## src/hw/rtl/srx_pkg.sv

```systemverilog
// Shared types, constants and the CRC-16/MODBUS byte update for the sync
// frame receiver. No dependencies.
`timescale 1ns / 1ps

package srx_pkg;

	localparam logic [7:0]  SYNC0       = 8'h5A;
	localparam logic [7:0]  SYNC1       = 8'hA5;
	localparam logic [15:0] CRC_INIT    = 16'hFFFF;
	localparam logic [15:0] CRC_POLY    = 16'hA001;

	localparam logic [7:0]  CMD_ACK     = 8'h80;
	localparam logic [7:0]  CMD_COLOR   = 8'h81;
	localparam logic [7:0]  CMD_CIRCLE  = 8'h82;
	localparam logic [7:0]  CMD_DISK    = 8'h83;
	localparam logic [7:0]  CMD_QR      = 8'h84;

	localparam logic [7:0]  ACK_LEN     = 8'd2;
	localparam logic [7:0]  DISK_LEN    = 8'd7;
	localparam logic [7:0]  TARGET_MAX  = 8'd8;
	localparam logic [7:0]  QR_LEN      = 8'd16;

	localparam logic [2:0]  MODE_COLOR  = 3'd1;
	localparam logic [2:0]  MODE_CIRCLE = 3'd2;
	localparam logic [2:0]  MODE_DISK   = 3'd3;
	localparam logic [2:0]  MODE_QR     = 3'd5;

	localparam logic [1:0]  REG_SESSION = 2'd0;
	localparam logic [1:0]  REG_ACTIVE  = 2'd1;
	localparam logic [1:0]  REG_MODE    = 2'd2;

	typedef enum logic [2:0] {
		FT_ACK     = 3'd0,
		FT_TARGETS = 3'd1,
		FT_DISK    = 3'd2,
		FT_QR      = 3'd3,
		FT_OTHER   = 3'd4
	} frame_type_t;

	typedef enum logic [2:0] {
		PH_HUNT0 = 3'd0,
		PH_HUNT1 = 3'd1,
		PH_CMD   = 3'd2,
		PH_SESS  = 3'd3,
		PH_LEN   = 3'd4,
		PH_PAY   = 3'd5,
		PH_CRCL  = 3'd6,
		PH_CRCH  = 3'd7
	} phase_t;

	typedef struct packed {
		logic [7:0] session_id;
		logic       detection_active;
		logic [2:0] detection_mode;
	} cfg_t;

	typedef struct packed {
		logic       accepted;
		logic [6:0] frame_length;
		logic [2:0] frame_type;
		logic [7:0] frame_command;
		logic [6:0] payload_index;
		logic [7:0] payload_byte;
		logic       item_kind;
		logic       last;
	} result_t;

	function automatic logic [15:0] crc16_byte(input logic [15:0] crc, input logic [7:0] b);
		logic [15:0] c;
		c = crc ^ {8'h00, b};
		for (int k = 0; k < 8; k++) begin
			c = c[0] ? ((c >> 1) ^ CRC_POLY) : (c >> 1);
		end
		return c;
	endfunction

	function automatic frame_type_t type_of(input logic [7:0] cmd);
		frame_type_t t;
		priority if (cmd == CMD_ACK) t = FT_ACK;
		else if (cmd == CMD_COLOR || cmd == CMD_CIRCLE) t = FT_TARGETS;
		else if (cmd == CMD_DISK) t = FT_DISK;
		else if (cmd == CMD_QR) t = FT_QR;
		else t = FT_OTHER;
		return t;
	endfunction

endpackage

```

## src/hw/rtl/srx_cfg_regs.sv

```systemverilog
// Configuration registers of the sync frame receiver: session, detection
// active flag and detection mode. Depends on srx_pkg.
`timescale 1ns / 1ps

module srx_cfg_regs import srx_pkg::*; (
	input  logic       clk,
	input  logic       arst_n,
	input  logic       cfg_we,
	input  logic [1:0] cfg_index,
	input  logic [7:0] cfg_data,
	output cfg_t       cfg
);

	cfg_t cfg_q;

	always_ff @(posedge clk or negedge arst_n) begin
		if (!arst_n) begin
			cfg_q <= '0;
		end else if (cfg_we) begin
			unique case (cfg_index)
				REG_SESSION: cfg_q.session_id       <= cfg_data;
				REG_ACTIVE:  cfg_q.detection_active <= cfg_data[0];
				REG_MODE:    cfg_q.detection_mode   <= cfg_data[2:0];
				default: ;
			endcase
		end
	end

	assign cfg = cfg_q;

endmodule

```

## src/hw/rtl/srx_parser.sv

```systemverilog
// Frame parser: sync hunt, header capture, CRC-16 accumulation and the
// verdict for one received byte per step. Depends on srx_pkg.
`timescale 1ns / 1ps

module srx_parser import srx_pkg::*; #(
	parameter int FRAME_BUFFER_BYTES = 128
) (
	input  logic       clk,
	input  logic       arst_n,
	input  logic       step,
	input  logic [7:0] rx_byte,
	input  logic       abort_frame,
	input  cfg_t       cfg,
	output logic       res_valid,
	output result_t    res
);

	localparam int CNT_W = (FRAME_BUFFER_BYTES - 6 > 2) ? $clog2(FRAME_BUFFER_BYTES - 6) : 1;
	localparam logic [9:0] BUF_BYTES = 10'(FRAME_BUFFER_BYTES);

	phase_t           phase_q, phase_d;
	logic [7:0]       cmd_q, cmd_d;
	logic [7:0]       sess_q, sess_d;
	logic [7:0]       len_q, len_d;
	logic [15:0]      crc_q, crc_d;
	logic [CNT_W-1:0] cnt_q, cnt_d;
	logic [7:0]       first_q, first_d;
	logic [7:0]       crcl_q, crcl_d;

	logic [CNT_W-1:0] cnt_inc;
	logic             oversize;
	phase_t           replay_ph;
	logic             kind_ok;
	logic             mode_targets;
	logic [7:0]       target_len;

	assign cnt_inc  = cnt_q + CNT_W'(1);
	assign oversize = (10'(rx_byte) + 10'd7) > BUF_BYTES;

	// phase left after replaying 0xA5, command and session from a cold hunt
	always_comb begin
		replay_ph = (cmd_q == SYNC0) ? PH_HUNT1 : PH_HUNT0;
		if (replay_ph == PH_HUNT1) begin
			priority if (sess_q == SYNC1) replay_ph = PH_CMD;
			else if (sess_q == SYNC0) replay_ph = PH_HUNT1;
			else replay_ph = PH_HUNT0;
		end else begin
			replay_ph = (sess_q == SYNC0) ? PH_HUNT1 : PH_HUNT0;
		end
	end

	assign mode_targets = (cmd_q == CMD_COLOR && cfg.detection_mode == MODE_COLOR) ||
		(cmd_q == CMD_CIRCLE && cfg.detection_mode == MODE_CIRCLE);
	assign target_len = {first_q[4:0], 3'b000} + 8'd1;

	always_comb begin
		priority if (cmd_q == CMD_ACK) kind_ok = (len_q == ACK_LEN);
		else if (!cfg.detection_active) kind_ok = 1'b0;
		else if (mode_targets) kind_ok = (len_q != 8'd0) && (first_q <= TARGET_MAX) &&
			(len_q == target_len);
		else if (cmd_q == CMD_DISK && cfg.detection_mode == MODE_DISK)
			kind_ok = (len_q == DISK_LEN);
		else if (cmd_q == CMD_QR && cfg.detection_mode == MODE_QR)
			kind_ok = (len_q == QR_LEN);
		else kind_ok = 1'b0;
	end

	always_comb begin
		phase_d = phase_q;
		cmd_d   = cmd_q;
		sess_d  = sess_q;
		len_d   = len_q;
		crc_d   = crc_q;
		cnt_d   = cnt_q;
		first_d = first_q;
		crcl_d  = crcl_q;
		res_valid = 1'b0;
		res.item_kind     = 1'b0;
		res.payload_byte  = 8'h00;
		res.payload_index = 7'd0;
		res.frame_command = cmd_q;
		res.frame_type    = type_of(cmd_q);
		res.frame_length  = len_q[6:0];
		res.accepted      = 1'b0;
		res.last          = 1'b0;
		if (abort_frame) begin
			phase_d = PH_HUNT0;
			crc_d   = CRC_INIT;
			cnt_d   = '0;
		end else begin
			unique case (phase_q)
				PH_HUNT0: begin
					if (rx_byte == SYNC0) phase_d = PH_HUNT1;
				end
				PH_HUNT1: begin
					priority if (rx_byte == SYNC1) begin
						phase_d = PH_CMD;
						crc_d   = CRC_INIT;
					end else if (rx_byte != SYNC0) begin
						phase_d = PH_HUNT0;
					end
				end
				PH_CMD: begin
					cmd_d   = rx_byte;
					crc_d   = crc16_byte(crc_q, rx_byte);
					phase_d = PH_SESS;
				end
				PH_SESS: begin
					sess_d  = rx_byte;
					crc_d   = crc16_byte(crc_q, rx_byte);
					phase_d = PH_LEN;
				end
				PH_LEN: begin
					len_d = rx_byte;
					if (oversize) begin
						// drop the leading sync byte, rescan held bytes
						unique case (replay_ph)
							PH_HUNT1: begin
								priority if (rx_byte == SYNC1) begin
									phase_d = PH_CMD;
									crc_d   = CRC_INIT;
								end else if (rx_byte == SYNC0) begin
									phase_d = PH_HUNT1;
								end else begin
									phase_d = PH_HUNT0;
								end
							end
							PH_CMD: begin
								cmd_d   = rx_byte;
								crc_d   = crc16_byte(CRC_INIT, rx_byte);
								phase_d = PH_SESS;
							end
							default: phase_d = (rx_byte == SYNC0) ? PH_HUNT1 : PH_HUNT0;
						endcase
					end else begin
						crc_d   = crc16_byte(crc_q, rx_byte);
						cnt_d   = '0;
						first_d = 8'h00;
						phase_d = (rx_byte == 8'h00) ? PH_CRCL : PH_PAY;
					end
				end
				PH_PAY: begin
					if (cnt_q == '0) first_d = rx_byte;
					crc_d = crc16_byte(crc_q, rx_byte);
					cnt_d = cnt_inc;
					if (8'(cnt_inc) >= len_q) phase_d = PH_CRCL;
					res_valid         = 1'b1;
					res.payload_byte  = rx_byte;
					res.payload_index = 7'(cnt_q);
				end
				PH_CRCL: begin
					crcl_d  = rx_byte;
					phase_d = PH_CRCH;
				end
				PH_CRCH: begin
					phase_d = PH_HUNT0;
					crc_d   = CRC_INIT;
					cnt_d   = '0;
					res_valid     = 1'b1;
					res.item_kind = 1'b1;
					res.last      = 1'b1;
					res.accepted  = ({rx_byte, crcl_q} == crc_q) &&
						(sess_q == cfg.session_id) && kind_ok;
				end
				default: phase_d = PH_HUNT0;
			endcase
		end
	end

	always_ff @(posedge clk or negedge arst_n) begin
		if (!arst_n) begin
			phase_q <= PH_HUNT0;
			cmd_q   <= '0;
			sess_q  <= '0;
			len_q   <= '0;
			crc_q   <= CRC_INIT;
			cnt_q   <= '0;
			first_q <= '0;
			crcl_q  <= '0;
		end else if (step) begin
			phase_q <= phase_d;
			cmd_q   <= cmd_d;
			sess_q  <= sess_d;
			len_q   <= len_d;
			crc_q   <= crc_d;
			cnt_q   <= cnt_d;
			first_q <= first_d;
			crcl_q  <= crcl_d;
		end
	end

endmodule

```

## src/hw/rtl/sync_crc16_frame_receiver.sv

```systemverilog
// Top level of the sync frame receiver: input register, parser and result
// register. Depends on srx_pkg, srx_cfg_regs and srx_parser.
`timescale 1ns / 1ps

// Receives one serial byte per item and takes a new item every cycle while the
// result side keeps up. Each byte is held in an input register, then the
// parser updates its phase and the CRC-16/MODBUS remainder for the whole byte
// combinationally and loads the result register: a byte shows up as a result
// only after both registers. Payload bytes come out as they arrive (tuser 0)
// and are tentative; after the two CRC bytes a verdict item (tuser 1, tlast 1)
// says whether the frame passed CRC, session and kind checks, and the
// consumer drops the payload of a frame that did not. Sync bytes, header and
// CRC bytes give no result. A stalled result side holds one finished result
// and one waiting input byte before tready falls.
module sync_crc16_frame_receiver import srx_pkg::*; #(
	parameter int FRAME_BUFFER_BYTES = 128
) (
	input  logic        clk,
	input  logic        arst_n,
	input  logic        s_axis_tvalid,
	output logic        s_axis_tready,
	input  logic [7:0]  s_axis_tdata,  // rx_byte
	input  logic [0:0]  s_axis_tuser,  // abort_frame
	output logic        m_axis_tvalid,
	input  logic        m_axis_tready,
	output logic [39:0] m_axis_tdata,  // payload_byte, payload_index, frame_command,
	                                   // frame_type, frame_length, accepted, zero fill
	output logic [0:0]  m_axis_tuser,  // item_kind
	output logic        m_axis_tlast,
	input  logic        cfg_we,
	input  logic [1:0]  cfg_index,
	input  logic [7:0]  cfg_data
);

	cfg_t       cfg;
	logic       in_valid_s1;
	logic [7:0] rx_byte_s1;
	logic       abort_s1;
	logic       out_free;
	logic       step;
	logic       res_valid;
	result_t    res;
	logic       out_valid_q;
	result_t    out_q;

	srx_cfg_regs u_cfg (
		.clk       (clk),
		.arst_n    (arst_n),
		.cfg_we    (cfg_we),
		.cfg_index (cfg_index),
		.cfg_data  (cfg_data),
		.cfg       (cfg)
	);

	assign out_free      = !out_valid_q || m_axis_tready;
	assign step          = in_valid_s1 && out_free;
	assign s_axis_tready = !in_valid_s1 || out_free;

	always_ff @(posedge clk or negedge arst_n) begin
		if (!arst_n) begin
			in_valid_s1 <= 1'b0;
		end else if (s_axis_tready) begin
			in_valid_s1 <= s_axis_tvalid;
		end
	end

	always_ff @(posedge clk) begin
		if (s_axis_tready && s_axis_tvalid) begin
			rx_byte_s1 <= s_axis_tdata;
			abort_s1   <= s_axis_tuser[0];
		end
	end

	srx_parser #(
		.FRAME_BUFFER_BYTES (FRAME_BUFFER_BYTES)
	) u_parser (
		.clk         (clk),
		.arst_n      (arst_n),
		.step        (step),
		.rx_byte     (rx_byte_s1),
		.abort_frame (abort_s1),
		.cfg         (cfg),
		.res_valid   (res_valid),
		.res         (res)
	);

	always_ff @(posedge clk or negedge arst_n) begin
		if (!arst_n) begin
			out_valid_q <= 1'b0;
		end else if (step && res_valid) begin
			out_valid_q <= 1'b1;
		end else if (m_axis_tready) begin
			out_valid_q <= 1'b0;
		end
	end

	always_ff @(posedge clk) begin
		if (step && res_valid) out_q <= res;
	end

	assign m_axis_tvalid = out_valid_q;
	assign m_axis_tdata  = {6'b000000, out_q.accepted, out_q.frame_length, out_q.frame_type,
		out_q.frame_command, out_q.payload_index, out_q.payload_byte};
	assign m_axis_tuser  = out_q.item_kind;
	assign m_axis_tlast  = out_q.last;

endmodule
```

## config.mk

```make
export PLATFORM = sky130hd
export DESIGN_NAME = sync_crc16_frame_receiver
export DESIGN_NICKNAME = d
export VERILOG_FILES = /design/src/hw/rtl/srx_pkg.sv /design/src/hw/rtl/srx_cfg_regs.sv /design/src/hw/rtl/srx_parser.sv /design/src/hw/rtl/sync_crc16_frame_receiver.sv
export SDC_FILE = /design/constraint.sdc
export NUM_CORES = 1
export LEC_CHECK = 0
export ABC_AREA = 1
export BUFFER_PORTS_ARGS = -buffer_cell sky130_fd_sc_hd__buf_2
export CORE_ASPECT_RATIO = 1.1
export CORE_MARGIN = 4
export CORE_UTILIZATION = 47
export DETAILED_ROUTE_END_ITERATION = 7
export GPL_ROUTABILITY_DRIVEN = 0
export PLACE_DENSITY = 0.76
export SYNTH_ARGS = -nofsm -noshare
export SYNTH_HDL_FRONTEND = slang
export SYNTH_HIERARCHICAL = 1
export SYNTH_SLANG_ARGS = --single-unit
```

## constraint.sdc

```tcl
create_clock -name clk -period 2.3 [get_ports clk]
set_input_delay 0.23 -clock clk [delete_from_list [all_inputs] [get_ports clk]]
set_output_delay 0.23 -clock clk [all_outputs]
set_load 0.02 [all_outputs]
```

==> impl_metrics.env <==
export IMPL_status="finished with violations"
export IMPL_violations="DRC, setup timing"
export IMPL_grt_pass1_vias=6485
export IMPL_grt_first_pass_wirelength_um=32200
export IMPL_routed_wirelength_um=21200
export IMPL_syn_inst=913
export IMPL_relSlewSlack_pct=65.4
export IMPL_dieWidth_um=127
export IMPL_internal_power_mw=4.87
export IMPL_area_delta_synth_final_pct=27.7
export IMPL_path_cells="inv_4 > ha_4 > inv_2 > nand2_2 > nand2_2 > nor2_1 > nand3_1 > nor2_1 > nand2_1 > nand2_2 > nand2_4 > nand2_4 > o21ai_4 > a21oi_4 > clkbuf_16 > nor2_1 > a21oi_1"
export IMPL_min_from="cfg_data[6]"
export IMPL_timing_final_ws_setup_ns=-0.0977
export IMPL_worstPathArrival_ns=2.75
export IMPL_power_switching_mw=2.18
export IMPL_drc=2
export IMPL_rsz0062_at_grt="true"
export IMPL_fin_nets=1096
export IMPL_grt_usage_pct=22.8
export IMPL_ant_nets=0
export IMPL_cpMaxStageDelayCell="edfxtp_1"
export IMPL_core_um2=15200
export IMPL_cp_startpoint="rx_byte_s1[1]"
export IMPL_cts_buffer_depth=2
export IMPL_leakage_nw=4.43
export IMPL_setup_worst_path_start_class="flip-flop"
export IMPL_power_mw=7.05
export IMPL_fillers=1241
export IMPL_cp_top_family="simple AND/OR/NAND/NOR gates"
export IMPL_period_share_pct=104
export IMPL_drtIter0Drc=893
export IMPL_pin_count=68
export IMPL_die_area_um2=17800
export IMPL_drt_pass1_iterations=8
export IMPL_syn_area_per_cell_um2=8.07
export IMPL_pwr_share_clk_pct=38.6
export IMPL_grt_max_degree=56
export IMPL_cts_tree="built"
export IMPL_start_util_pct=48.4
export IMPL_fin_crit_ns=2.40
export IMPL_whs_ns=0.0419
export IMPL_port_buffers=61
export IMPL_reg2reg_from="rx_byte_s1[1]"
export IMPL_ys_types=42
export IMPL_cts_root_buf="clkbuf_16"
export IMPL_yosys_area_top_type_share_pct=21.7
export IMPL_antenna_found_initial=0
export IMPL_yosys_top_cells_area="dfrtp_1, edfxtp_1, nand2_1"
export IMPL_ys_seq_area_share_pct=45.8
export IMPL_skew_ns=0.0124
export IMPL_max_stage_delay_ns=0.43
export IMPL_r2r_slack_ns=-0.1
export IMPL_p_per_area_nw_per_um2=749
export IMPL_cp_max_fo=8
export IMPL_crit_buf_inv=3
export IMPL_diodes=0
export IMPL_yosysWarnings=6
export IMPL_viasPerCell=5.58
export IMPL_cts_buffers=17
export IMPL_cts_clk_slew_worst_paths_ns=0.06
export IMPL_drive_above_1_share_pct=25.3
export IMPL_die_h_um=139
export IMPL_wl_per_cell_um=17.0
export IMPL_hold_viol=0
export IMPL_pre_cts_slack_ns=-0.0865
export IMPL_p_comb_share_pct=20.6
export IMPL_yosys_register_bits=125
export IMPL_rows=47
export IMPL_synth_top_cell_by_area="dfrtp_1"
export IMPL_swShare_pct=30.9
export IMPL_grt_ovfl_total=0
export IMPL_worst_pin_slew_ns=0.519
export IMPL_path_class="flip-flop to flip-flop"
export IMPL_cp_required_ns=2.66
export IMPL_vias=6971
export IMPL_h_tree_depth=4
export IMPL_finalSetupViolations=22
export IMPL_clk_latency_ns=0.43
export IMPL_clock_sinks=125
export IMPL_p_seq_share_pct=40.8
export IMPL_ir_worst_vdd_uv=441
export IMPL_dp_hpwl_um=14100
export IMPL_syn_area_um2=7370
export IMPL_maxCapViolations=0
export IMPL_min_path_type="primary input to flip-flop"
export IMPL_max_freq_mhz=417
export IMPL_final_max_slew_violation_count=0
export IMPL_crit_path_end_kind="flip-flop"
## Yosys cell counts, drive strengths merged
cell    instances
a211oi          1
a21oi          25
a221oi          2
a22o            1
a22oi           1
buf            27
clkbuf         15
clkinv          1
conb            1
dfrtp          64
dfstp          16
edfxtp         45
ha             32
inv            98
nand2         236
nand3          77
nand4          21
nor2           95
nor3           20
nor4            9
o211ai          7
o21ai          78
o22ai           2
o31ai           6
o41ai           1
or2             4
xnor2          14
xor2           14
## repair_timing
action,in CTS,in global routing
cloned,0,3
buffers inserted,1,23
gates resized for setup,2,91
setup endpoints to repair,18,42
hold buffers,11,0
pin swaps,1,25
endpoints found under the hold margin,22,0
## stage by stage
| step | area, um2 | util, % | std cells | setup TNS [ns] |
|---|---|---|---|---|
| 3_3_place_gp | 8100 | 53.2 | 1179 | -0.0605 |
| 4_1_cts | 8830 | 58.0 | 1223 | 0 |
| 5_1_grt | 9410 | 61.8 | 1249 | -4.87 |
| 3_5_place_dp | 8100 | 53.2 | 1179 | -0.212 |
| 6_report | 9410 | 61.8 | 1249 | -1.14 |
| 2_1_floorplan | 7390 | - | 918 | 0 |
## cells by family (layout without fill, tap and decap cells)
logic type	count (synthesis)	count (layout)	synth area share (%)
xor gates and xnor gates	28	28	3.33
DFF	125	125	45.8
and+or+nand+nor	462	463	27.1
AOI/OAI and AO/OA	124	124	9.78
other	1	6	0.0509
adders and majority gates	32	32	5.43
buffers and inverters	141	275	8.54
## power by group through the flow
stage,sequential [mW],combinational (mW),clock (mW)
floorplan,2.83,0.938,0
global placement,2.90,1.19,0
detailed placement,2.90,1.23,0
CTS,2.86,1.27,2.76
global route,2.91,1.63,2.86
finish,2.88,1.46,2.72
## layout by cell type, fill, tap and decap left out, types with 21 or more instances in the layout
cell type / instances
buf_2: 60
buf_4: 62
dfrtp_1: 64
edfxtp_1: 45
ha_1: 24
inv_1: 85
nand2_1: 218
nand3_1: 70
nand4_1: 21
nor2_1: 81
o21ai_0: 68
## tightest hold or removal path: stages
cell     delay [ns]
buf_2          0.07
nand3_1        0.07
nand2_1        0.06
## layer usage
layer / vias up / track usage, % / share of wire, %
li1: 3257 / - / -
met1: 3277 / 28.6 / 39
met2: 346 / 37.8 / 48
met3: 91 / 5.56 / 8.4
met4: 0 / 9.09 / 4.3
met5: - / 0 / 0
## state kept, by name, summed over array words and instances, names as in the netlist, 3 cells and up
| name | flops |
|---|---|
| m_axis_tdata | 34 |
| rx_byte_s1 | 8 |
| u_cfg/cfg | 12 |
| u_parser/cmd_q | 8 |
| u_parser/cnt_q | 7 |
| u_parser/crc_q | 16 |
| u_parser/crcl_q | 8 |
| u_parser/first_q | 8 |
| u_parser/len_q | 8 |
| u_parser/phase_q | 3 |
| u_parser/sess_q | 8 |
## worst paths after layout
path                                           end  cells after the start
min in group asynchronous       u_parser/crcl_q[6]                      2
worst min register to register        u_cfg/cfg[7]                      2
worst max register to register  u_parser/crc_q[12]                     17
worst max-delay path            u_parser/crc_q[12]                     17
max in group asynchronous       u_parser/crc_q[14]                      3
worst min-delay path                 u_cfg/cfg[10]                      3
## area by class of cell
cell class                 instances  area [um2]  share of cell area (%)
clock buffer                      19         433                    4.60
timing repair buffer             144        1060                    11.3
multi-input combinational        653        3750                    39.8
tap                              196         245                    2.60
sequential                       125        3370                    35.8
clock inverter                    13         164                    1.74
inverter                          99         393                    4.17
No activity file was read; power rests on OpenSTA's default activity.
